`src/design/gblur_pkg.sv`:
```
// ---------------------------------------------------------------------------
// gblur_pkg
// Shared types, constants and the tap-sum function of the 3x3 blur stream.
// ---------------------------------------------------------------------------
package gblur_pkg;

  // sizes and widths
  localparam int MAX_SIZE_DEF = 2048;
  localparam int PIX_W        = 8;
  localparam int CFG_W        = 12;
  localparam int CFG_RESET    = 16;
  localparam int MIN_SIZE     = 2;
  localparam int SUM_W        = 12;
  localparam int LINE_W       = 2 * PIX_W;

  // divide by nine through a reciprocal, exact for sums below 32768
  localparam int                 RECIP_W    = 13;
  localparam logic [RECIP_W-1:0] DIV9_RECIP = 13'd7282;
  localparam int                 DIV9_SHIFT = 16;
  localparam int                 PROD_W     = SUM_W + RECIP_W;

  // result queue
  localparam int OFIFO_DEPTH = 16;
  localparam int FIFO_AW     = $clog2(OFIFO_DEPTH);
  localparam int LVL_W       = FIFO_AW + 1;

  typedef enum logic {
    OP_PIXEL = 1'b0,
    OP_DRAIN = 1'b1
  } opcode_t;

  typedef logic [PIX_W-1:0] pix_t;

  // window indexed [column][row]; column 2 is the newest, row 2 the lowest
  typedef logic [2:0][2:0][PIX_W-1:0] window_t;

  // which results an item makes and where they sit in the image
  typedef struct packed {
    logic emit_a;   // result for the column before the newest
    logic emit_b;   // result for the last column
    logic x_first;  // emit_a result is in column zero
    logic y_first;  // results are in the top row
    logic y_last;   // results are in the bottom row
  } emit_meta_t;

  typedef struct packed {
    logic             corner;
    logic [SUM_W-1:0] sum;
  } tap_t;

  typedef struct packed {
    pix_t pixel_out;
    logic row_end;
    logic frame_end;
    logic run_last;
  } result_t;

  // results handed to the output queue in one cycle
  typedef struct packed {
    logic [1:0] cnt;
    result_t    first;
    result_t    second;
    logic       busy;
  } push_t;

  // weighted sum around centre column cc, edges replicated, corner rule
  function automatic tap_t tap_sum(window_t w, logic [1:0] cc, logic x_first,
                                   logic x_last, logic y_first, logic y_last);
    logic [1:0] lc;
    logic [1:0] rc;
    logic [1:0] tr;
    logic [1:0] br;
    logic [1:0] hc;
    logic [1:0] vr;
    tap_t       t;
    lc = x_first ? cc : cc - 2'd1;
    rc = (x_last || cc == 2'd2) ? cc : cc + 2'd1;
    tr = y_first ? 2'd1 : 2'd0;
    br = y_last ? 2'd1 : 2'd2;
    hc = x_first ? cc + 2'd1 : cc - 2'd1;
    vr = y_first ? 2'd2 : 2'd0;
    t.corner = (x_first || x_last) && (y_first || y_last);
    if (t.corner) begin
      t.sum = (SUM_W'(w[cc][1]) << 2) + (SUM_W'(w[hc][1]) << 1)
            + (SUM_W'(w[cc][vr]) << 1) + SUM_W'(w[hc][vr]);
    end else begin
      t.sum = SUM_W'(w[lc][tr]) + (SUM_W'(w[cc][tr]) << 1) + SUM_W'(w[rc][tr])
            + (SUM_W'(w[lc][1]) << 1) + (SUM_W'(w[cc][1]) << 2)
            + (SUM_W'(w[rc][1]) << 1)
            + SUM_W'(w[lc][br]) + (SUM_W'(w[cc][br]) << 1) + SUM_W'(w[rc][br]);
    end
    return t;
  endfunction

endpackage

```
`src/design/gblur_kernel.sv`:
```
// ---------------------------------------------------------------------------
// gblur_kernel
// Tap sums over the window, registered, then shift or divide by nine.
// ---------------------------------------------------------------------------
module gblur_kernel import gblur_pkg::*; (
  input  logic       clk,
  input  logic       rst_n,
  input  logic       win_vld,
  input  emit_meta_t win_meta,
  input  window_t    window,
  output push_t      push
);

  logic       s3_v_r;
  emit_meta_t s3_meta_r;
  tap_t       tap_a_r;
  tap_t       tap_b_r;

  logic [PROD_W-1:0] prod_a;
  logic [PROD_W-1:0] prod_b;
  pix_t              val_a;
  pix_t              val_b;
  result_t           res_a;
  result_t           res_b;

  // sum stage valid
  always_ff @(posedge clk) begin
    if (!rst_n) begin
      s3_v_r <= 1'b0;
    end else begin
      s3_v_r <= win_vld;
    end
  end

  // tap sums for both candidate centres
  always_ff @(posedge clk) begin
    if (win_vld) begin
      s3_meta_r <= win_meta;
      tap_a_r   <= tap_sum(window, 2'd1, win_meta.x_first, 1'b0,
                           win_meta.y_first, win_meta.y_last);
      tap_b_r   <= tap_sum(window, 2'd2, 1'b0, 1'b1,
                           win_meta.y_first, win_meta.y_last);
    end
  end

  // normalize: shift by four, or reciprocal multiply on corners
  assign prod_a = PROD_W'(tap_a_r.sum) * PROD_W'(DIV9_RECIP);
  assign prod_b = PROD_W'(tap_b_r.sum) * PROD_W'(DIV9_RECIP);
  assign val_a  = tap_a_r.corner ? prod_a[DIV9_SHIFT +: PIX_W] : tap_a_r.sum[SUM_W-1 -: PIX_W];
  assign val_b  = tap_b_r.corner ? prod_b[DIV9_SHIFT +: PIX_W] : tap_b_r.sum[SUM_W-1 -: PIX_W];

  always_comb begin
    res_a.pixel_out = val_a;
    res_a.row_end   = 1'b0;
    res_a.frame_end = 1'b0;
    res_a.run_last  = !s3_meta_r.emit_b;
    res_b.pixel_out = val_b;
    res_b.row_end   = 1'b1;
    res_b.frame_end = s3_meta_r.y_last;
    res_b.run_last  = 1'b1;
  end

  // results in order for the queue
  always_comb begin
    push.busy   = s3_v_r;
    push.cnt    = s3_v_r ? (2'(s3_meta_r.emit_a) + 2'(s3_meta_r.emit_b)) : 2'd0;
    push.first  = s3_meta_r.emit_a ? res_a : res_b;
    push.second = res_b;
  end

endmodule

```
`config.mk`:
```
export PLATFORM = sky130hd
export DESIGN_NAME = gblur_kernel
export DESIGN_NICKNAME = d
export VERILOG_FILES = /design/src/design/gblur_pkg.sv /design/src/design/gblur_kernel.sv
export SDC_FILE = /design/constraint.sdc
export NUM_CORES = 1
export LEC_CHECK = 0
export BUFFER_PORTS_ARGS = -buffer_cell sky130_fd_sc_hd__buf_4
export CAP_MARGIN = 20
export CORE_AREA = 2 2 215 217
export CTS_CLUSTER_DIAMETER = 60
export DETAILED_ROUTE_END_ITERATION = 6
export DIE_AREA = 0 0 217 219
export GPL_TIMING_DRIVEN = 1
export PLACE_DENSITY = 0.38
export SKIP_LAST_GASP = 1
export SLEW_MARGIN = 20
export SYNTH_ARGS = -nofsm -noshare
export SYNTH_HDL_FRONTEND = slang
export SYNTH_SLANG_ARGS = --single-unit
```
`constraint.sdc`:
```
create_clock -name clk -period 6.6 [get_ports clk]
set_input_delay 1.32 -clock clk [delete_from_list [all_inputs] [get_ports clk]]
set_output_delay 1.32 -clock clk [all_outputs]
set_load 0.01 [all_outputs]
```
After elaboration in Yosys (flattened, before gate mapping)
Index checks and enable logic that the tools add are counted.
{"block": "totals", "regBits": 30, "input_bits": 80, "output_inout_bits": 25, "elab_cells": 74}
{"block": "classes", "addsub": 23, "n_mul": 2, "order_cmp": 5, "muxes": 33, "n_reduce_logical": 3}
{"op": "8-bit binary-select mux with 2-bit select", "n": 9}
{"op": "24-bit binary-select mux with 2-bit select", "n": 2}
{"op": "8-bit two-way mux", "n": 11}
{"op": "12-bit by 8-bit adder with 12-bit output", "n": 6}
{"op": "11-bit by 9-bit adder with 12-bit output", "n": 4}
{"op": "12-bit by 9-bit adder with 12-bit output", "n": 4}
{"op": "24-bit two-way mux", "n": 2}
{"op": "12-bit by 12-bit multiplier with 23-bit output (second input constant)", "n": 2}
{"op": "12-bit by 10-bit adder with 12-bit output", "n": 2}
{"op": "12-bit two-way mux", "n": 2}
{"op": "10-bit by 8-bit adder with 11-bit output", "n": 2}
{"op": "10-bit by 9-bit adder with 11-bit output", "n": 2}
{"op": "8-bit by 9-bit adder with 10-bit output", "n": 2}
{"op": "11-bit two-way mux", "n": 1}
{"op": "2-bit by 3-bit less-than comparator with 1-bit output (second input constant)", "n": 3}
{"op": "2-bit two-way mux", "n": 4}
{"op": "1-bit by 3-bit less-than comparator with 1-bit output (second input constant)", "n": 2}
{"op": "1-bit by 1-bit adder with 2-bit output", "n": 1}
{"op": "1-bit two-way mux", "n": 2}
{"op": "1-bit logical AND", "n": 1}
{"op": "1-bit logical NOT", "n": 1}
{"op": "1-bit logical OR", "n": 1}

Logic depth before layout (Yosys ltp)
{"block": "depth", "word_depth": 14, "ltp_mapped": 22, "ltp_nobuf": 21}

Least setup slack after synthesis
OpenSTA, ideal clock, no wires.
{"block": "synth_timing", "path_kind": "in2reg", "startpoint": "input win_meta[0] (netlist name)", "endpoint": "register tap_b_r[11] (netlist name) (data pin)", "setup_time_ps": 268, "arrival_ps": 6235, "t_required_ps": 6332, "setup_slack_ps": 97, "stages": 20, "n_path_buf": 2, "cell_sequence": "clkbuf_1 -> clkbuf_1 -> mux2i_1 -> fa_1 -> inv_1 -> fa_1 -> fa_1 -> inv_1 -> fa_1 -> inv_1 -> ha_1 -> fa_1 -> a21o_1 -> a21oi_1 -> o21bai_1 -> a21oi_1 -> o21bai_1 -> a21oi_1 -> xor2_1 -> o22ai_1"}
{"block": "synth_via", "elab_chain_len": 7, "word_cells_on_any_way": 10, "cone_classes": "3 x add/sub; 6 x mux; 1 x reduce/logical"}
{"element": "from (decl)", "line_no": "gblur_kernel.sv:9", "text": "input emit_meta_t win_meta,"}
{"element": "2-bit two-way mux", "line_no": "gblur_pkg.sv:79", "text": "br = y_last ? 2'd1 : 2'd2;"}
{"element": "8-bit binary-select mux with 2-bit select", "line_no": "gblur_pkg.sv:90", "text": "+ SUM_W'(w[lc][br]) + (SUM_W'(w[cc][br]) << 1) + SUM_W'(w[rc][br]);"}
{"element": "8-bit two-way mux (implied by the code)", "line_no": "gblur_pkg.sv:90"}
{"element": "12-bit by 8-bit adder with 12-bit output", "line_no": "gblur_pkg.sv:90"}
{"element": "12-bit by 9-bit adder with 12-bit output", "line_no": "gblur_pkg.sv:90"}
{"element": "12-bit by 8-bit adder with 12-bit output", "line_no": "gblur_pkg.sv:90"}
{"element": "12-bit two-way mux *", "line_no": "gblur_pkg.sv:83", "text": "if (t.corner) begin"}
{"element": "to (signal assigned)", "line_no": "gblur_kernel.sv:41", "text": "tap_b_r <= tap_sum(window, 2'd2, 1'b0, 1'b1,"}
{"element": "to (decl)", "line_no": "gblur_kernel.sv:17", "text": "tap_t tap_b_r;"}
Every way passes the cells marked *; elsewhere a longest branch is shown, timed or not. The select of a mux whose other input is x is not followed.
A chain may end at the register's enable or synchronous reset.

==> results.sh <==
export IMPL_outcome="complete, no violations"
export IMPL_nFillCells=4917
export IMPL_cp_arrival_ns=5.22
export IMPL_syn_avg_cell_area_um2=9.45
export IMPL_ys_ff_latch=30
export IMPL_synthTopCellsByCount="inv_1, fa_1, ha_1, nand2_1, a21oi_1"
export IMPL_drive_gt1_share_pct=16.9
export IMPL_synthCells=1188
export IMPL_wire_per_inst_um=16.9
export IMPL_instances_no_fill=1927
export IMPL_finalHoldViolCount=0
export IMPL_h_tree_depth=2
export IMPL_worstPathMaxFanout=4
export IMPL_grtUsageTotal_pct=14.2
export IMPL_hold_buffers=0
export IMPL_synth_top_area_cell="fa_1"
export IMPL_place_gp_congestion=0.836
export IMPL_tritoncts="done"
export IMPL_grt_pass1_wl_um=50800
export IMPL_start_util_pct=24.9
export IMPL_synth_cell_types=46
export IMPL_relSlewSlack_pct=50.0
export IMPL_synth_async_reset_ratio_pct=0
export IMPL_vias=8034
export IMPL_cp_start_kind="register"
export IMPL_numCtsBuffers=5
export IMPL_whs_endpoint="s3_meta_r[4]"
export IMPL_synth_top_area_share_pct=34.3
export IMPL_setup_viol_count_final=0
export IMPL_yosysSeqAreaShare_pct=7.94
export IMPL_period_needed_ns=6.54
export IMPL_area_delta_synth_final_pct=19.7
export IMPL_rsz0062_at_grt="yes"
export IMPL_grt_overflow=0
export IMPL_ys_warn_count=0
export IMPL_detail_route_drc_violations=0
export IMPL_die_x_um=217
export IMPL_grt_max_degree=36
export IMPL_die_y_um=219
export IMPL_finalCritPeriodShare_pct=99.1
export IMPL_place_area_um2=12900
export IMPL_crit_type="reg2out"
export IMPL_cts_max_path_buffers=2
export IMPL_hold_path_depth=1
export IMPL_netlist_area_um2=11200
export IMPL_drt_initial_drc_count=277
export IMPL_ys_top_cells_by_area="fa_1, ha_1, inv_1"
export IMPL_root_buffer="clkbuf_16"
export IMPL_drv_slew=0
export IMPL_antenna_found_initial=1
export IMPL_ant_nets=0
export IMPL_cts_sinks=30
export IMPL_fmax_mhz=153
export IMPL_firstDrtPassIters=4
export IMPL_cts_clk_slew_worst_paths_ns=0.06
export IMPL_rows=78
export IMPL_grt_pass1_vias=8875
export IMPL_hp_class="in2reg"
export IMPL_routed_wl_um=32700
export IMPL_core_um2=45100
export IMPL_postLayoutCellArea_um2=13400
export IMPL_cap_violations=0
export IMPL_worstPathRequired_ns=5.28
export IMPL_worst_pin_slew_ns=0.749
export IMPL_insertedDiodeCount=0
export IMPL_fin_util_pct=29.8
export IMPL_fp_dieArea_um2=47500
export IMPL_place_inst=1893
export IMPL_cp_end_kind="output pin"
export IMPL_via_per_inst=4.17
export IMPL_pin_count=105
export IMPL_hp_start="win_meta[4]"
export IMPL_hpwl_um=29700
export IMPL_synth_edf_count=29
export IMPL_nets=1781
export IMPL_io_buffer_count=102
export IMPL_tns_ns=0
export IMPL_synthFlopType="edfxtp_1"
export IMPL_synth_most_common_cell="inv_1"
==> critical path, cell delays in order (launching register included) <==
cell and delay, ns:
edfxtp_1 0.51, fa_1 0.56, ha_4 0.29, inv_1 0.04
fa_1 0.47, inv_1 0.05, fa_1 0.50, inv_1 0.05
fa_1 0.37, inv_2 0.09, ha_4 0.21, a21o_1 0.21
a211oi_4 0.30, o2111ai_2 0.19, a41o_1 0.28, a21oi_2 0.17
mux2_4 0.32, a31oi_1 0.18, buf_4 0.15
==> how the worst max path moves through the flow <==
stage / cells after the start / start / endpoint
4_1_cts: 19 / tap_b_r[3] / push[22]
6_report: 18 / tap_b_r[7] / push[22]
2_1_floorplan: 20 / win_meta[0] / tap_b_r[11]
3_3_place_gp: 22 / win_meta[2] / tap_a_r[9]
3_5_place_dp: 22 / win_meta[2] / tap_a_r[9]
5_1_grt: 18 / tap_b_r[7] / push[22]
==> final cells by class <==
class,instances,area [um^2],area share (%)
Clock buffer,5,125,0.931
Clock inverter,3,16.3,0.121
Inverter,304,1140,8.49
Multi-Input combinational cell,826,9280,69.1
Sequential cell,30,891,6.63
Tap cell,600,751,5.59
Timing Repair Buffer,159,1230,9.16
==> registers in the layout (all words and copies together) (netlist names) <==
name       count
tap_a_r       13
tap_b_r       13
s3_meta_r      2
push           1
s3_v_r         1
==> placed cells by master (no fill, tap or decap), types with 3 or more instances in the layout <==
| master | Yosys | routed |
|---|---|---|
| clkbuf_16 | 0 | 5 |
| a31oi_1 | 5 | 4 |
| a21oi_2 | 3 | 4 |
| o211ai_1 | 3 | 3 |
| nor2b_1 | 12 | 12 |
| xor2_1 | 21 | 21 |
| ha_4 | 0 | 9 |
| inv_1 | 304 | 297 |
| o21ai_0 | 26 | 25 |
| nand4_1 | 4 | 4 |
| buf_12 | 0 | 3 |
| nor3_1 | 6 | 4 |
| nor3_2 | 1 | 3 |
| mux2i_1 | 46 | 44 |
| mux4_2 | 4 | 4 |
| ha_1 | 183 | 173 |
| a21oi_1 | 65 | 63 |
| fa_1 | 192 | 191 |
| mux2_4 | 0 | 3 |
| nand2b_1 | 19 | 19 |
| buf_4 | 4 | 156 |
| and2_1 | 8 | 8 |
| edfxtp_1 | 29 | 29 |
| a21o_1 | 16 | 16 |
| nand3_1 | 5 | 5 |
| a211oi_1 | 4 | 4 |
| xnor2_1 | 30 | 29 |
| inv_2 | 0 | 7 |
| o21bai_1 | 12 | 12 |
| nand2_1 | 87 | 87 |
| nor2_1 | 36 | 36 |
| mux2_2 | 16 | 13 |
==> through the flow <==
stage                     hold WS (ns)  setup WS, ns
after CTS                         1.19       -0.0123
final                             1.20        0.0613
after global routing              1.20        -0.119
after floorplan                   1.42        0.0965
after global placement            1.50         0.102
after detailed placement          1.50         0.100
==> metal layers <==
metal	wire length, um	up-vias	track usage (%)
met5	0	-	0
met4	407	0	2.72
met3	851	16	0.832
met2	15500	130	24.7
met1	15900	3887	19.5
li1	-	4001	-
==> cells by family after synthesis <==
kind of cell             count (synthesis)  synth area share, %
AO/OA/AOI/OAI                          149                 8.16
XOR/XNOR                                51                 3.98
adder cells (fa/ha/maj)                375                 54.7
buffers and inverters                  333                 11.3
flip-flops                              30                 7.94
multiplexers                            66                 6.51
other                                    1               0.0334
AND/OR/NAND/NOR                        183                 7.38
==> timing repair <==
item                       4_1_cts  5_1_grt
gates resized for setup          2       35
setup buffers                    3       23
pin swaps                        4       20
setup endpoints to repair        5       11
Power is left out: the tool's default activity adds up to more than one toggle a clock period on the data nets, which glitch-free logic cannot reach.
