**src/design/gblur_pkg.sv**
```systemverilog
// ---------------------------------------------------------------------------
// gblur_pkg
// Shared types, constants and the tap-sum function of the 3x3 blur stream.
// ---------------------------------------------------------------------------
package gblur_pkg;

  // sizes and widths
  localparam int MAX_SIZE_DEF = 2048;
  localparam int PIX_W        = 8;
  localparam int CFG_W        = 12;
  localparam int CFG_RESET    = 16;
  localparam int MIN_SIZE     = 2;
  localparam int SUM_W        = 12;
  localparam int LINE_W       = 2 * PIX_W;

  // divide by nine through a reciprocal, exact for sums below 32768
  localparam int                 RECIP_W    = 13;
  localparam logic [RECIP_W-1:0] DIV9_RECIP = 13'd7282;
  localparam int                 DIV9_SHIFT = 16;
  localparam int                 PROD_W     = SUM_W + RECIP_W;

  // result queue
  localparam int OFIFO_DEPTH = 16;
  localparam int FIFO_AW     = $clog2(OFIFO_DEPTH);
  localparam int LVL_W       = FIFO_AW + 1;

  typedef enum logic {
    OP_PIXEL = 1'b0,
    OP_DRAIN = 1'b1
  } opcode_t;

  typedef logic [PIX_W-1:0] pix_t;

  // window indexed [column][row]; column 2 is the newest, row 2 the lowest
  typedef logic [2:0][2:0][PIX_W-1:0] window_t;

  // which results an item makes and where they sit in the image
  typedef struct packed {
    logic emit_a;   // result for the column before the newest
    logic emit_b;   // result for the last column
    logic x_first;  // emit_a result is in column zero
    logic y_first;  // results are in the top row
    logic y_last;   // results are in the bottom row
  } emit_meta_t;

  typedef struct packed {
    logic             corner;
    logic [SUM_W-1:0] sum;
  } tap_t;

  typedef struct packed {
    pix_t pixel_out;
    logic row_end;
    logic frame_end;
    logic run_last;
  } result_t;

  // results handed to the output queue in one cycle
  typedef struct packed {
    logic [1:0] cnt;
    result_t    first;
    result_t    second;
    logic       busy;
  } push_t;

  // weighted sum around centre column cc, edges replicated, corner rule
  function automatic tap_t tap_sum(window_t w, logic [1:0] cc, logic x_first,
                                   logic x_last, logic y_first, logic y_last);
    logic [1:0] lc;
    logic [1:0] rc;
    logic [1:0] tr;
    logic [1:0] br;
    logic [1:0] hc;
    logic [1:0] vr;
    tap_t       t;
    lc = x_first ? cc : cc - 2'd1;
    rc = (x_last || cc == 2'd2) ? cc : cc + 2'd1;
    tr = y_first ? 2'd1 : 2'd0;
    br = y_last ? 2'd1 : 2'd2;
    hc = x_first ? cc + 2'd1 : cc - 2'd1;
    vr = y_first ? 2'd2 : 2'd0;
    t.corner = (x_first || x_last) && (y_first || y_last);
    if (t.corner) begin
      t.sum = (SUM_W'(w[cc][1]) << 2) + (SUM_W'(w[hc][1]) << 1)
            + (SUM_W'(w[cc][vr]) << 1) + SUM_W'(w[hc][vr]);
    end else begin
      t.sum = SUM_W'(w[lc][tr]) + (SUM_W'(w[cc][tr]) << 1) + SUM_W'(w[rc][tr])
            + (SUM_W'(w[lc][1]) << 1) + (SUM_W'(w[cc][1]) << 2)
            + (SUM_W'(w[rc][1]) << 1)
            + SUM_W'(w[lc][br]) + (SUM_W'(w[cc][br]) << 1) + SUM_W'(w[rc][br]);
    end
    return t;
  endfunction

endpackage

```
**src/design/gblur_ifs.sv**
```systemverilog


interface gblur_out_if import gblur_pkg::*; ();
  logic valid;
  logic ready;
  pix_t pixel_out;
  logic row_end;
  logic frame_end;
  logic run_last;

  modport source (output valid, output pixel_out, output row_end, output frame_end,
                  output run_last, input ready);
  modport sink   (input valid, input pixel_out, input row_end, input frame_end,
                  input run_last, output ready);
endinterface


```
**src/design/gblur_ofifo.sv**
```systemverilog
// ---------------------------------------------------------------------------
// gblur_ofifo
// Result queue, up to two writes a cycle, drives the result channel.
// ---------------------------------------------------------------------------
module gblur_ofifo import gblur_pkg::*; (
  input  logic               clk,
  input  logic               rst_n,
  input  push_t              push,
  output logic [LVL_W-1:0]   level,
  gblur_out_if.source        out_ch
);

  result_t            q_r [OFIFO_DEPTH];
  logic [FIFO_AW-1:0] wr_ptr_r;
  logic [FIFO_AW-1:0] wr_ptr_nxt;
  logic [FIFO_AW-1:0] rd_ptr_r;
  logic [FIFO_AW-1:0] rd_ptr_nxt;
  logic [LVL_W-1:0]   cnt_r;
  logic [LVL_W-1:0]   cnt_nxt;
  logic               pop;
  result_t            head;

  assign pop  = out_ch.valid && out_ch.ready;
  assign head = q_r[rd_ptr_r];

  // pointer and fill updates
  always_comb begin
    wr_ptr_nxt = wr_ptr_r + FIFO_AW'(push.cnt);
    rd_ptr_nxt = pop ? rd_ptr_r + FIFO_AW'(1) : rd_ptr_r;
    cnt_nxt    = cnt_r + LVL_W'(push.cnt) - LVL_W'(pop);
  end

  always_ff @(posedge clk) begin
    if (!rst_n) begin
      wr_ptr_r <= '0;
      rd_ptr_r <= '0;
      cnt_r    <= '0;
    end else begin
      wr_ptr_r <= wr_ptr_nxt;
      rd_ptr_r <= rd_ptr_nxt;
      cnt_r    <= cnt_nxt;
    end
  end

  // storage writes
  always_ff @(posedge clk) begin
    if (push.cnt != 2'd0) begin
      q_r[wr_ptr_r] <= push.first;
    end
    if (push.cnt == 2'd2) begin
      q_r[FIFO_AW'(wr_ptr_r + FIFO_AW'(1))] <= push.second;
    end
  end

  assign level            = cnt_r;
  assign out_ch.valid     = (cnt_r != '0);
  assign out_ch.pixel_out = head.pixel_out;
  assign out_ch.row_end   = head.row_end;
  assign out_ch.frame_end = head.frame_end;
  assign out_ch.run_last  = head.run_last;

endmodule

```
**src/flat_wrapper.sv**
```systemverilog
// flat-port wrapper written by rule: the top's interface ports become plain ports
module gblur_ofifo_flat import gblur_pkg::*;
  (clk, rst_n, push, level, out_ch_valid, out_ch_pixel_out, out_ch_row_end, out_ch_frame_end, out_ch_run_last, out_ch_ready);
  gblur_out_if out_ch_i ();
  input  logic clk;
  input  logic rst_n;
  input  push_t push;
  output logic [LVL_W-1:0] level;
  output wire logic [$bits(out_ch_i.valid)-1:0] out_ch_valid;
  output wire logic [$bits(out_ch_i.pixel_out)-1:0] out_ch_pixel_out;
  output wire logic [$bits(out_ch_i.row_end)-1:0] out_ch_row_end;
  output wire logic [$bits(out_ch_i.frame_end)-1:0] out_ch_frame_end;
  output wire logic [$bits(out_ch_i.run_last)-1:0] out_ch_run_last;
  input wire logic [$bits(out_ch_i.ready)-1:0] out_ch_ready;
  assign out_ch_valid = out_ch_i.valid;
  assign out_ch_pixel_out = out_ch_i.pixel_out;
  assign out_ch_row_end = out_ch_i.row_end;
  assign out_ch_frame_end = out_ch_i.frame_end;
  assign out_ch_run_last = out_ch_i.run_last;
  assign out_ch_i.ready = out_ch_ready;
  gblur_ofifo u_core (.clk(clk), .rst_n(rst_n), .push(push), .level(level), .out_ch(out_ch_i));
endmodule
```
**config.mk**
```make
export PLATFORM = sky130hd
export DESIGN_NAME = gblur_ofifo_flat
export DESIGN_NICKNAME = d
export VERILOG_FILES = /design/src/design/gblur_pkg.sv /design/src/design/gblur_ifs.sv /design/src/design/gblur_ofifo.sv /design/src/flat_wrapper.sv
export SDC_FILE = /design/constraint.sdc
export NUM_CORES = 1
export LEC_CHECK = 0
export ABC_CLOCK_PERIOD_IN_PS = 8400
export BUFFER_PORTS_ARGS = -buffer_cell sky130_fd_sc_hd__buf_2
export CORE_ASPECT_RATIO = 0.5
export CORE_MARGIN = 1
export CORE_UTILIZATION = 53
export DETAILED_ROUTE_END_ITERATION = 10
export GPL_ROUTABILITY_DRIVEN = 0
export PLACE_DENSITY = 0.68
export SLEW_MARGIN = 20
export SYNTH_ARGS = -nofsm -noshare
export SYNTH_HDL_FRONTEND = slang
export SYNTH_SLANG_ARGS = --single-unit
```
**constraint.sdc**
```tcl
create_clock -name clk -period 8.4 [get_ports clk]
set_input_delay 1.26 -clock clk [delete_from_list [all_inputs] [get_ports clk]]
set_output_delay 1.26 -clock clk [all_outputs]
set_load 0.02 [all_outputs]
```
## Yosys cells after proc, flatten, opt, wreduce, memory -nomap -nowiden

Memories as Yosys holds them, arrays and structs flattened. A register that Yosys moved wholly into a read port is not among the register bits.
Cells that the tools add are included.

- Flip-flop bits (word level): 13
- RAM bits: 176
- Bits in latches: 0
- Memories: 1
- Logic and storage cells: 19
- Output and inout port bits: 17
- Bits in read-only memories: 0

- Bitwise operators: 0
- $lt $le $gt $ge: 0
- Multiply operators: 0
- Equal/unequal tests: 1
- Reductions and logical operators: 3
- Divide/modulo/power cells: 0
- $add $sub $neg: 5
- Muxes and demuxes: 6
- Shift-type cells: 0

Memory list:

| name | depth | width | read ports | clocked after Yosys merged registers in | write ports | RTL line | RTL |
|---|---|---|---|---|---|---|---|
| u_core.q_r | 16 | 11 | 1 | 1 | 2 | gblur_ofifo.sv:13 | `result_t q_r [OFIFO_DEPTH];` |

Operators with widths:

| cell | number |
|---|---|
| 4-bit by 1-bit adder with 4-bit output, second input constant | 2 |
| 4-bit 2-to-1 mux | 2 |
| 5-bit by 2-bit adder with 5-bit output | 1 |
| 5-bit nonzero test | 1 |
| 5-bit by 1-bit subtractor with 5-bit output | 1 |
| 4-bit by 2-bit adder with 4-bit output | 1 |
| 1-bit 2-to-1 mux | 4 |
| 2-bit equality test, second input constant | 1 |
| 2-bit nonzero test | 1 |
| 1-bit logical AND | 1 |

## Longest topological paths before layout

Gate-level depths: netlist of the first run.

- Depth in word-level cells: 4
- Gate-level depth with buffers: 14
- Gate-level depth less buffers: 13

## Least setup slack after synthesis of the first run

OpenSTA, ideal clock, no wires.

- Path type: input -> register
- Start point: input port out_ch_ready
- End point: register u_core.cnt_r[4] (netlist: u_core.level[4])
- Data required time: 8.284 ns
- Setup slack: 5.309 ns
- Buffers on the path: 0
- Stages: 10
- Library setup time: 0.116 ns
- Arrival: 2.976 ns
- Cells stage by stage: nand2_2 > inv_1 > ha_1 > inv_1 > ha_1 > fa_1 > a21oi_1 > nor2_1 > or3_1 > and3_1

- Longest elaborated chain between the ends: 2

Ends and longest elaborated chain:

| element | RTL line | RTL |
|---|---|---|
| start, declared | flat_wrapper.sv:14 | `input wire logic [$bits(out_ch_i.ready)-1:0] out_ch_ready;` |
| 1-bit logical AND | gblur_ofifo.sv:23 | `assign pop = out_ch.valid && out_ch.ready;` |
| 5-bit by 1-bit subtractor with 5-bit output | gblur_ofifo.sv:30 | `cnt_nxt = cnt_r + LVL_W'(push.cnt) - LVL_W'(pop);` |
| end signal, assigned | gblur_ofifo.sv:41 | `cnt_r <= cnt_nxt;` |
| end, declared | gblur_ofifo.sv:18 | `logic [LVL_W-1:0] cnt_r;` |

No other way between the ends.
A chain may end at the register's enable or synchronous reset.

==> flow_summary.json, run 1 <==
{
  "nFillCells": 1356,
  "rr_worst_depth": 13,
  "finalNetCount": 686,
  "initial_standard_cell_utilization_of_the_core": 0.5564,
  "area_taken_by_flip_flops_and_latches_um2": 5630,
  "final_layout_size_suffix_gt1_frac": 0.4886,
  "timing.critical_path.from_type": "flip-flop",
  "syn_nets": 668,
  "timing.critical_path.fanout_max": 44,
  "relSlewSlack": 0.2753,
  "io_pins": 45,
  "chipHeight_um": 98.73,
  "rsz_0062_raised_after_global_routing": "false",
  "instances_no_fill": 893,
  "setup-tns-final_ns": 0,
  "number_of_failing_hold_endpoints_at_the_final_stage": 0,
  "critical_path_required_ns": 7.14,
  "syn_inst": 628,
  "areaGrowthSynthToFinish_pct": 9.903,
  "irDropWorstVdd_mv": 0.1812,
  "fmax_mhz": 246.2,
  "cp.arrival_ns": 2.80,
  "cts_made_buffers": 17,
  "drt_pass1_iterations": 5,
  "core_um2": 17820,
  "floorplan.die_area_um2": 19300,
  "setup_viol_count_final": 0,
  "portbufs": 43,
  "setup_slack_ns": 4.339,
  "final.period_utilization": 0.4835,
  "worstReg2RegStart": "u_core.level[3]",
  "finalInstanceArea_um2": 10900,
  "mean_cell_area_of_the_mapped_netlist_um2": 15.79,
  "cap_viol_max_count": 0,
  "setup.worst_path.end_class": "primary output",
  "worst_hold_startpoint": "u_core.rd_ptr_r[1]",
  "hold_slack_ns": 0.5070,
  "synth_cell_type_count": 44,
  "multi_input_area_um2": 3981,
  "cts-hold-fix-buffers": 0,
  "average_wire_per_standard_cell_um": 26.40,
  "power.static_leakage_nw": 3.676,
  "place_area_um2": 10270,
  "placement.setup.worst_slack_ns": 4.779,
  "cts_tree": "done",
  "run_status": "finished, final reports clean",
  "antenna_violations_before_repair": 0,
  "gr-usage-all-layers": 0.2598,
  "finish.utilization": 0.6115,
  "yosys_register_bits": 193,
  "detail_route.vias_per_cell": 6.301,
  "detailedRoute.firstIterationViolations": 533,
  "design_power_mw": 2.608,
  "timing_max_transition_violations_final": 0,
  "detailroute.via_count": 5627,
  "route.detailed.drc": 0,
  "post_synth_instance_area_um2": 9918,
  "sequential_fraction_of_the_synthesis_area": 0.5672,
  "powerDensity_nw_per_um2": 239.3,
  "post-dp-hpwl_mm": 15.09,
  "gr-total-overflow": 0,
  "drtAntennaViolNets": 0,
  "path_class": "reg2out",
  "skew_ns": 0.01014,
  "cts_num_sinks": 193,
  "yosysWarnings": 0,
  "hp-class": "reg2reg",
  "ff_to_ff_setup_slack_ns": 5.28,
  "worstSkewPairLatency_ns": 0.43,
  "global_route_wire_length_before_repair_mm": 35.75,
  "chip_width_um": 195.5,
  "cts_buffer_depth": 2,
  "postRouteWirelength_mm": 23.57,
  "crit_path_time_final_ns": 4.061,
  "holdPathStages": 2,
  "n_antenna_cell": 0,
  "first_global_vias": 5697,
  "grt_start_max_net_pins": 45,
  "clockRootBuffer": "sky130_fd_sc_hd__clkbuf_16",
  "regToRegEndpoint": "u_core.level[4]",
  "cts.htree.levels": 4,
  "clkSlewWorstSetupHoldPaths_ns": 0.07,
  "placed_cells": 861,
  "slew_at_the_pin_closest_to_its_max_slew_limit_ns": 1.085,
  "post_cts_resized": 0,
  "postCtsSetupBuffers": 0,
  "rows": 34
}
-- area by class of cell --
cell class                      count  area share
Clock buffer                       17     0.03903
Clock inverter                     15     0.01814
Inverter                           12    0.004132
Multi-Input combinational cell    364      0.3652
Sequential cell                   193      0.5165
Tap cell                          234     0.02686
Timing Repair Buffer               58     0.03007
-- state kept, by name (all words and copies together), names as in the netlist, named ones only --
signal	count
u_core.q_r	176
u_core.level	5
u_core.rd_ptr_r	4
u_core.wr_ptr_r	4
-- how the worst max path moves through the flow --
stage                                     end  slack, ns  cells after the start
after floorplan               u_core.level[4]       5.31                     10
after global placement       out_ch_frame_end       4.78                      4
after detailed placement  out_ch_pixel_out[1]       4.78                      4
after CTS                    out_ch_frame_end       4.29                      4
after global routing      out_ch_pixel_out[1]       4.17                      4
final                     out_ch_pixel_out[1]       4.34                      4
-- power breakdown --
| part | switching [mW] | internal, mW | total, mW |
|---|---|---|---|
| Sequential | 0.0811 | 1.11 | 1.19 |
| Combinational | 0.279 | 0.275 | 0.555 |
| Clock | 0.382 | 0.479 | 0.861 |
| Total | 0.743 | 1.87 | 2.61 |
-- cells in the final DEF, fill, tap and decap left out, drive strengths merged, types with 5 or more instances in the layout --
cell type,count
and2,12
mux2,176
inv,19
nor3,6
a22oi,22
edfxtp,176
nor2,20
nand2,26
xnor2,6
clkbuf,17
dfxtp,17
nor2b,5
ha,10
mux4,44
buf,58
-- synth_stat cells (all sizes together) --
cell / n / area (um^2)
nor4: 1 / 12.51
fa: 2 / 40.04
nor3b: 2 / 20.02
xor2: 2 / 17.52
nand3b: 1 / 7.510
edfxtp: 176 / 5285
and2: 12 / 75.07
and3: 2 / 12.51
o21bai: 1 / 7.510
nor2: 20 / 77.58
nor2b: 5 / 31.28
a21o: 3 / 22.52
a22oi: 22 / 165.2
dfxtp: 17 / 340.3
a21boi: 1 / 7.510
mux4: 44 / 1006
or2: 1 / 6.260
and2b: 2 / 15.01
nor3: 6 / 35.03
xnor2: 6 / 52.55
ha: 10 / 125.1
mux2: 176 / 1982
nand4: 1 / 6.260
inv: 12 / 45.04
clkbuf: 29 / 108.9
or4b: 1 / 10.01
o21ai: 2 / 10.01
buf: 30 / 197.7
nand2: 26 / 100.1
nand2b: 4 / 32.53
or3: 2 / 12.51
nand3: 4 / 25.02
a31oi: 1 / 6.260
a21oi: 4 / 20.02
-- layer usage --
metal / routed length, um / vias up / GRT usage
li1: - / 2472 / -
met1: 10770 / 2904 / 0.3816
met2: 10990 / 234 / 0.4066
met3: 1647 / 17 / 0.04483
met4: 167 / 0 / 0.06360
met5: 0 / - / 0
-- critical path: stages, from the launching register on --
cell                      delay [ns]
sky130_fd_sc_hd__dfxtp_4        0.96
sky130_fd_sc_hd__mux4_2         0.62
sky130_fd_sc_hd__a22oi_1        0.36
sky130_fd_sc_hd__nand2_1        0.15
sky130_fd_sc_hd__buf_2          0.19
-- cell families (layout without fill, tap and decap cells) --
group           count (synthesis)  in the layout  share of synthesized area
mux                           220            220                     0.3012
xor+xnor                        8              8                   0.007065
flops                         193            193                     0.5672
compound gates                 34             34                    0.02410
buf+inv                        71            102                    0.03545
fa+ha+maj                      12             12                    0.01665
simple gates                   90             90                    0.04832
Note: power is estimated with default switching activity, not from simulation.
==> run 2, diff against run 1 <==
ABC_CLOCK_PERIOD_IN_PS = 4100   (was 8400)
clock period = 4.1 ns   (was 8.4 ns; I/O delays follow)
==> run 2 against run 1 <==
Against the previous run:
- cell area increased by 0.34%
- worst setup slack got worse by 3.5 ns
- wire length increased by 2.4%
- register-to-register slack got worse by 4.3 ns
- non-clock buffer count increased by 9
- critical endpoint is now out_ch_row_end
- largest power group unchanged
- global-route usage increased by 0.75 points
==> flow_summary.json, run 2 (synthesis gave the netlist of run 1 again) <==
{
  "clockRootBuffer": "sky130_fd_sc_hd__clkbuf_16",
  "grt_start_max_net_pins": 45,
  "timing_max_transition_violations_final": 0,
  "commonest_non_fill_non_tap_cells_in_the_layout": "176 x sky130_fd_sc_hd__mux2_2, 176 x sky130_fd_sc_hd__edfxtp_1, 43 x sky130_fd_sc_hd__buf_2",
  "post-dp-hpwl_mm": 15.09,
  "io_pins": 45,
  "postRouteWirelength_mm": 24.13,
  "chip_width_um": 195.5,
  "power.static_leakage_nw": 3.714,
  "core_um2": 17820,
  "finalInstanceArea_um2": 10940,
  "timing.critical_path.fanout_max": 29,
  "floorplan.die_area_um2": 19300,
  "worstSkewPairLatency_ns": 0.43,
  "cts_buffer_depth": 2,
  "antenna_violations_before_repair": 0,
  "irDropWorstVdd_mv": 0.3931,
  "areaGrowthSynthToFinish_pct": 10.28,
  "number_of_failing_hold_endpoints_at_the_final_stage": 0,
  "initial_standard_cell_utilization_of_the_core": 0.5564,
  "n_antenna_cell": 0,
  "slew_at_the_pin_closest_to_its_max_slew_limit_ns": 1.018,
  "cts.htree.levels": 4,
  "setup-tns-final_ns": 0,
  "final.period_utilization": 0.7923,
  "first_global_vias": 5838,
  "chipHeight_um": 98.73,
  "gr-total-overflow": 0,
  "finalNetCount": 695,
  "design_power_mw": 5.344,
  "relSlewSlack": 0.3180,
  "portbufs": 43,
  "grt.met2_usage": 0.4052,
  "setup.worst_path.end_class": "primary output",
  "cts-hold-fix-buffers": 0,
  "fmax_mhz": 307.9,
  "clkSlewWorstSetupHoldPaths_ns": 0.07,
  "average_wire_per_standard_cell_um": 26.75,
  "hp-class": "reg2reg",
  "grtUsageMet1": 0.3929,
  "detail_route.vias_per_cell": 6.292,
  "post_cts_resized": 0,
  "top_register": "u_core.q_r",
  "route.detailed.drc": 0,
  "detailroute.via_count": 5675,
  "run_status": "finished, final reports clean",
  "gr-usage-all-layers": 0.2674,
  "cts_made_buffers": 17,
  "timing.critical_path.from_type": "flip-flop",
  "skew_ns": 0.008852,
  "crit_path_time_final_ns": 3.248,
  "global_route_wire_length_before_repair_mm": 36.63,
  "cp.arrival_ns": 2.63,
  "global_route.usage.met3": 0.06297,
  "final_layout_size_suffix_gt1_frac": 0.4925,
  "largest_register_ff_count": 176,
  "powerDensity_nw_per_um2": 488.6,
  "setup_viol_count_final": 0,
  "path_class": "reg2out",
  "rsz_0062_raised_after_global_routing": "false",
  "postCtsSetupBuffers": 0,
  "drtAntennaViolNets": 0,
  "detailedRoute.firstIterationViolations": 502,
  "critical_path_required_ns": 3.48,
  "rows": 34,
  "global_route.peak_usage_layer": "met2",
  "cts_tree": "done",
  "cts_num_sinks": 193,
  "drt_pass1_iterations": 5,
  "cap_viol_max_count": 0,
  "place_area_um2": 10330
}
-- run 2: cell types whose count changed in the layout (fill, tap and decap cells not counted) --
cell,change
sky130_fd_sc_hd__buf_4,+9
sky130_fd_sc_hd__inv_8,-2
sky130_fd_sc_hd__nor3_2,+2
sky130_fd_sc_hd__nor3_4,-2
sky130_fd_sc_hd__clkinv_1,+1
sky130_fd_sc_hd__clkinv_2,+1
sky130_fd_sc_hd__clkinvlp_4,+1
sky130_fd_sc_hd__inv_6,-1
sky130_fd_sc_hd__nor2b_1,+1
sky130_fd_sc_hd__nor2b_2,-1
-- run 2: layer usage --
layer | up-vias | wire [um]
li1 | 2487 | -
met1 | 2938 | 11180
met2 | 230 | 10740
met3 | 20 | 1966
met4 | 0 | 246
met5 | - | 0
-- run 2: report_power, final --
part	switching [mW]	internal (mW)	leakage [nW]
Clock	0.773	0.968	0.288
Sequential	0.125	2.28	1.74
Combinational	0.618	0.585	1.69
-- run 2: worst paths after layout --
kind | start | endpoint | slack, ns | depth (start not counted)
worst max register to register | u_core.level[2] | u_core.level[4] | 1.02 | 13
worst min register to register | u_core.rd_ptr_r[1] | flip-flop | 0.52 | 2
worst min-delay path | u_core.rd_ptr_r[1] | flip-flop | 0.52 | 2
worst max-delay path | flip-flop | out_ch_row_end | 0.85 | 5
-- run 2: through the flow --
stage                     utilization  cells  hold slack, ns  setup WS (ns)
after floorplan                     -    628          0.4754          1.043
after global placement         0.5795    870          0.4909          1.041
after detailed placement       0.5795    870          0.5095          1.015
after CTS                      0.6136    902          0.5151         0.8096
after global routing           0.6136    902          0.5220         0.6838
final                          0.6136    902          0.5200         0.8518
-- run 2: critical path, cell delays in order (launching register included) --
cell,delay (ns)
sky130_fd_sc_hd__dfxtp_4,0.75
sky130_fd_sc_hd__buf_4,0.31
sky130_fd_sc_hd__mux4_2,0.51
sky130_fd_sc_hd__a22oi_1,0.31
sky130_fd_sc_hd__nand2_1,0.10
sky130_fd_sc_hd__buf_2,0.18
-- run 2: area by class of cell --
cell class	instances	area, um^2
fillers	1337	6887
flip-flops and latches	193	5630
multi-input cells	364	3966
clock buffers	17	425.4
repair buffers	67	395.4
well taps	234	292.8
clock inverters	15	182.7
inverters	12	45.04
==> run 3, diff against run 2 <==
ABC_CLOCK_PERIOD_IN_PS = 3100   (was 4100)
clock period = 3.1 ns   (was 4.1 ns; I/O delays follow)
==> run 3 against run 2 <==
Against the previous run:
- sequential cell count is the same
- clock power increased by 38%
- cell count grew 0.89%
- die area unchanged
- via count grew 1.3%
- count of clock-buffer cells in the layout did not move
- highest routed layer unchanged
- worst setup slack worse by 0.66 ns
- non-clock buffer count up 8
- global-route usage barely moved
- clock skew down 0.00097 ns
- critical path type is now reg2reg
- sequential share of layout area shrank 0.65 points
- largest power group unchanged
==> flow_summary.json, run 3 (synthesis gave the netlist of run 1 again) <==
{
  "run_status": "finished, final reports clean",
  "portbufs": 43,
  "average_wire_per_standard_cell_um": 26.54,
  "finalNetCount": 703,
  "largest_register_ff_count": 176,
  "drtAntennaViolNets": 0,
  "final.period_utilization": 0.9390,
  "setup-tns-final_ns": 0,
  "instances_no_fill": 910,
  "setup.worst_path.end_class": "flip-flop",
  "rr_worst_depth": 13,
  "worst_hold_startpoint": "out_ch_ready",
  "post-dp-hpwl_mm": 15.21,
  "timing.critical_path.slowest_stage_cell": "sky130_fd_sc_hd__or4b_4",
  "critical_path_required_ns": 3.42,
  "cp_cell_sequence": "inv_1 > ha_1 > or4b_4 > nand2_2 > inv_1 > ha_1 > inv_1 > ha_1 > fa_2 > a21oi_2 > nor2_1 > or3_1 > and3_1",
  "worstSkewPairLatency_ns": 0.43,
  "irDropWorstVdd_mv": 0.6206,
  "power.static_leakage_nw": 3.776,
  "hp-class": "in2reg",
  "cap_viol_max_count": 0,
  "fmax_mhz": 343.5,
  "areaGrowthSynthToFinish_pct": 11.68,
  "powerDensity_nw_per_um2": 652.3,
  "ff_to_ff_setup_slack_ns": 0.19,
  "chipHeight_um": 98.73,
  "path_class": "reg2reg",
  "grt_start_max_net_pins": 28,
  "slew_at_the_pin_closest_to_its_max_slew_limit_ns": 0.7942,
  "antenna_violations_before_repair": 1,
  "drt_pass1_iterations": 5,
  "cts_buffer_depth": 2,
  "crit_path_time_final_ns": 2.911,
  "multi_input_area_um2": 3976,
  "gr-usage-all-layers": 0.2675,
  "nFillCells": 1275,
  "final_layout_size_suffix_gt1_frac": 0.5007,
  "detail_route.vias_per_cell": 6.319,
  "cts.htree.levels": 4,
  "critical-path-top-delay-family": "simple AND/OR/NAND/NOR gates",
  "commonest_non_fill_non_tap_cells_in_the_layout": "176 x sky130_fd_sc_hd__mux2_2, 176 x sky130_fd_sc_hd__edfxtp_1, 43 x sky130_fd_sc_hd__buf_2",
  "top_register": "u_core.q_r",
  "clockRootBuffer": "sky130_fd_sc_hd__clkbuf_16",
  "critical_path_buf_inv_count": 3,
  "rsz_0062_raised_after_global_routing": "false",
  "crit_path_max_incr_delay_ns": 0.46,
  "placement.setup.worst_slack_ns": 0.09673,
  "detailedRoute.firstIterationViolations": 698,
  "cts_made_buffers": 17,
  "detailroute.via_count": 5750,
  "core_um2": 17820,
  "rows": 34,
  "postRouteWirelength_mm": 24.15,
  "relSlewSlack": 0.4693,
  "placed_cells": 878,
  "setup_slack_ns": 0.1890,
  "io_pins": 45,
  "floorplan.die_area_um2": 19300,
  "timing_max_transition_violations_final": 0,
  "skew_ns": 0.007881,
  "timing.critical_path.from_type": "flip-flop",
  "worstReg2RegStart": "u_core.level[2]",
  "initial_standard_cell_utilization_of_the_core": 0.5564,
  "cts_num_sinks": 193,
  "first_global_vias": 5677,
  "chip_width_um": 195.5,
  "cts_tree": "done",
  "gr-total-overflow": 0,
  "route.detailed.drc": 0,
  "clkSlewWorstSetupHoldPaths_ns": 0.07,
  "regToRegEndpoint": "u_core.level[4]",
  "number_of_failing_hold_endpoints_at_the_final_stage": 0,
  "timing.critical_path.fanout_max": 3,
  "area_taken_by_flip_flops_and_latches_um2": 5630,
  "setup_viol_count_final": 0,
  "design_power_mw": 7.225,
  "cp.arrival_ns": 3.23,
  "holdPathStages": 3,
  "global_route_wire_length_before_repair_mm": 36.64
}
[run 3: cell count changes in the layout (fill, tap and decap cells not counted), sizes merged]
cell    previous run  this run
diode              0         1
buf               67        75
clkinv             5         4
inv               16        14
bufinv             3         5
[run 3: cell type report]
class,count,share of cell area
Tap cell,234,0.02643
Clock inverter,14,0.01909
Sequential cell,193,0.5083
Antenna cell,1,0.0002259
Clock buffer,17,0.03840
Timing Repair Buffer,75,0.04450
Multi-Input combinational cell,364,0.3590
Inverter,12,0.004066
[run 3: routing by layer]
metal  up-vias  GRT usage  routed length, um
met2       251     0.3821              10290
met3        24    0.04894               2145
met1      2963     0.4225              11440
met5         -          0                  0
li1       2512          -                  -
met4         0    0.06360                272
[run 3: tightest hold or removal path: cells and delay by family]
family	cells	cell delay, ns
compound gates	1	0.10
buf+inv	1	0.13
simple gates	1	0.07
[run 3: worst max-delay path by stage]
stage	startpoint	end	slack, ns	depth (start not counted)
floorplan	u_core.level[2]	u_core.level[4]	0.04	14
global placement	u_core.level[3]	u_core.level[4]	0.15	13
detailed placement	u_core.level[2]	u_core.level[4]	0.1	13
CTS	u_core.level[2]	u_core.level[4]	0.08	13
global route	u_core.level[2]	u_core.level[4]	0.03	13
finish	u_core.level[2]	u_core.level[4]	0.19	13
[run 3: where the power goes]
group	internal [mW]	total [mW]	switching, mW
Combinational	0.833	1.70	0.870
Clock	1.43	2.40	0.970
Sequential	3.01	3.13	0.115
Total	5.27	7.23	1.96
[run 3: per-stage QoR]
step,util,cell area (um^2),hold WS [ns]
floorplan,-,9918,0.4754
global placement,0.5850,10430,0.5113
detailed placement,0.5850,10430,0.5239
CTS,0.6207,11060,0.3842
global route,0.6213,11070,0.4132
finish,0.6214,11080,0.3972
[run 3: repair_timing]
item,in CTS,in global routing
gates resized for setup,0,3
endpoints found under the setup margin,0,1
hold endpoints to repair,0,0
hold buffers,0,0
buffers inserted,0,0
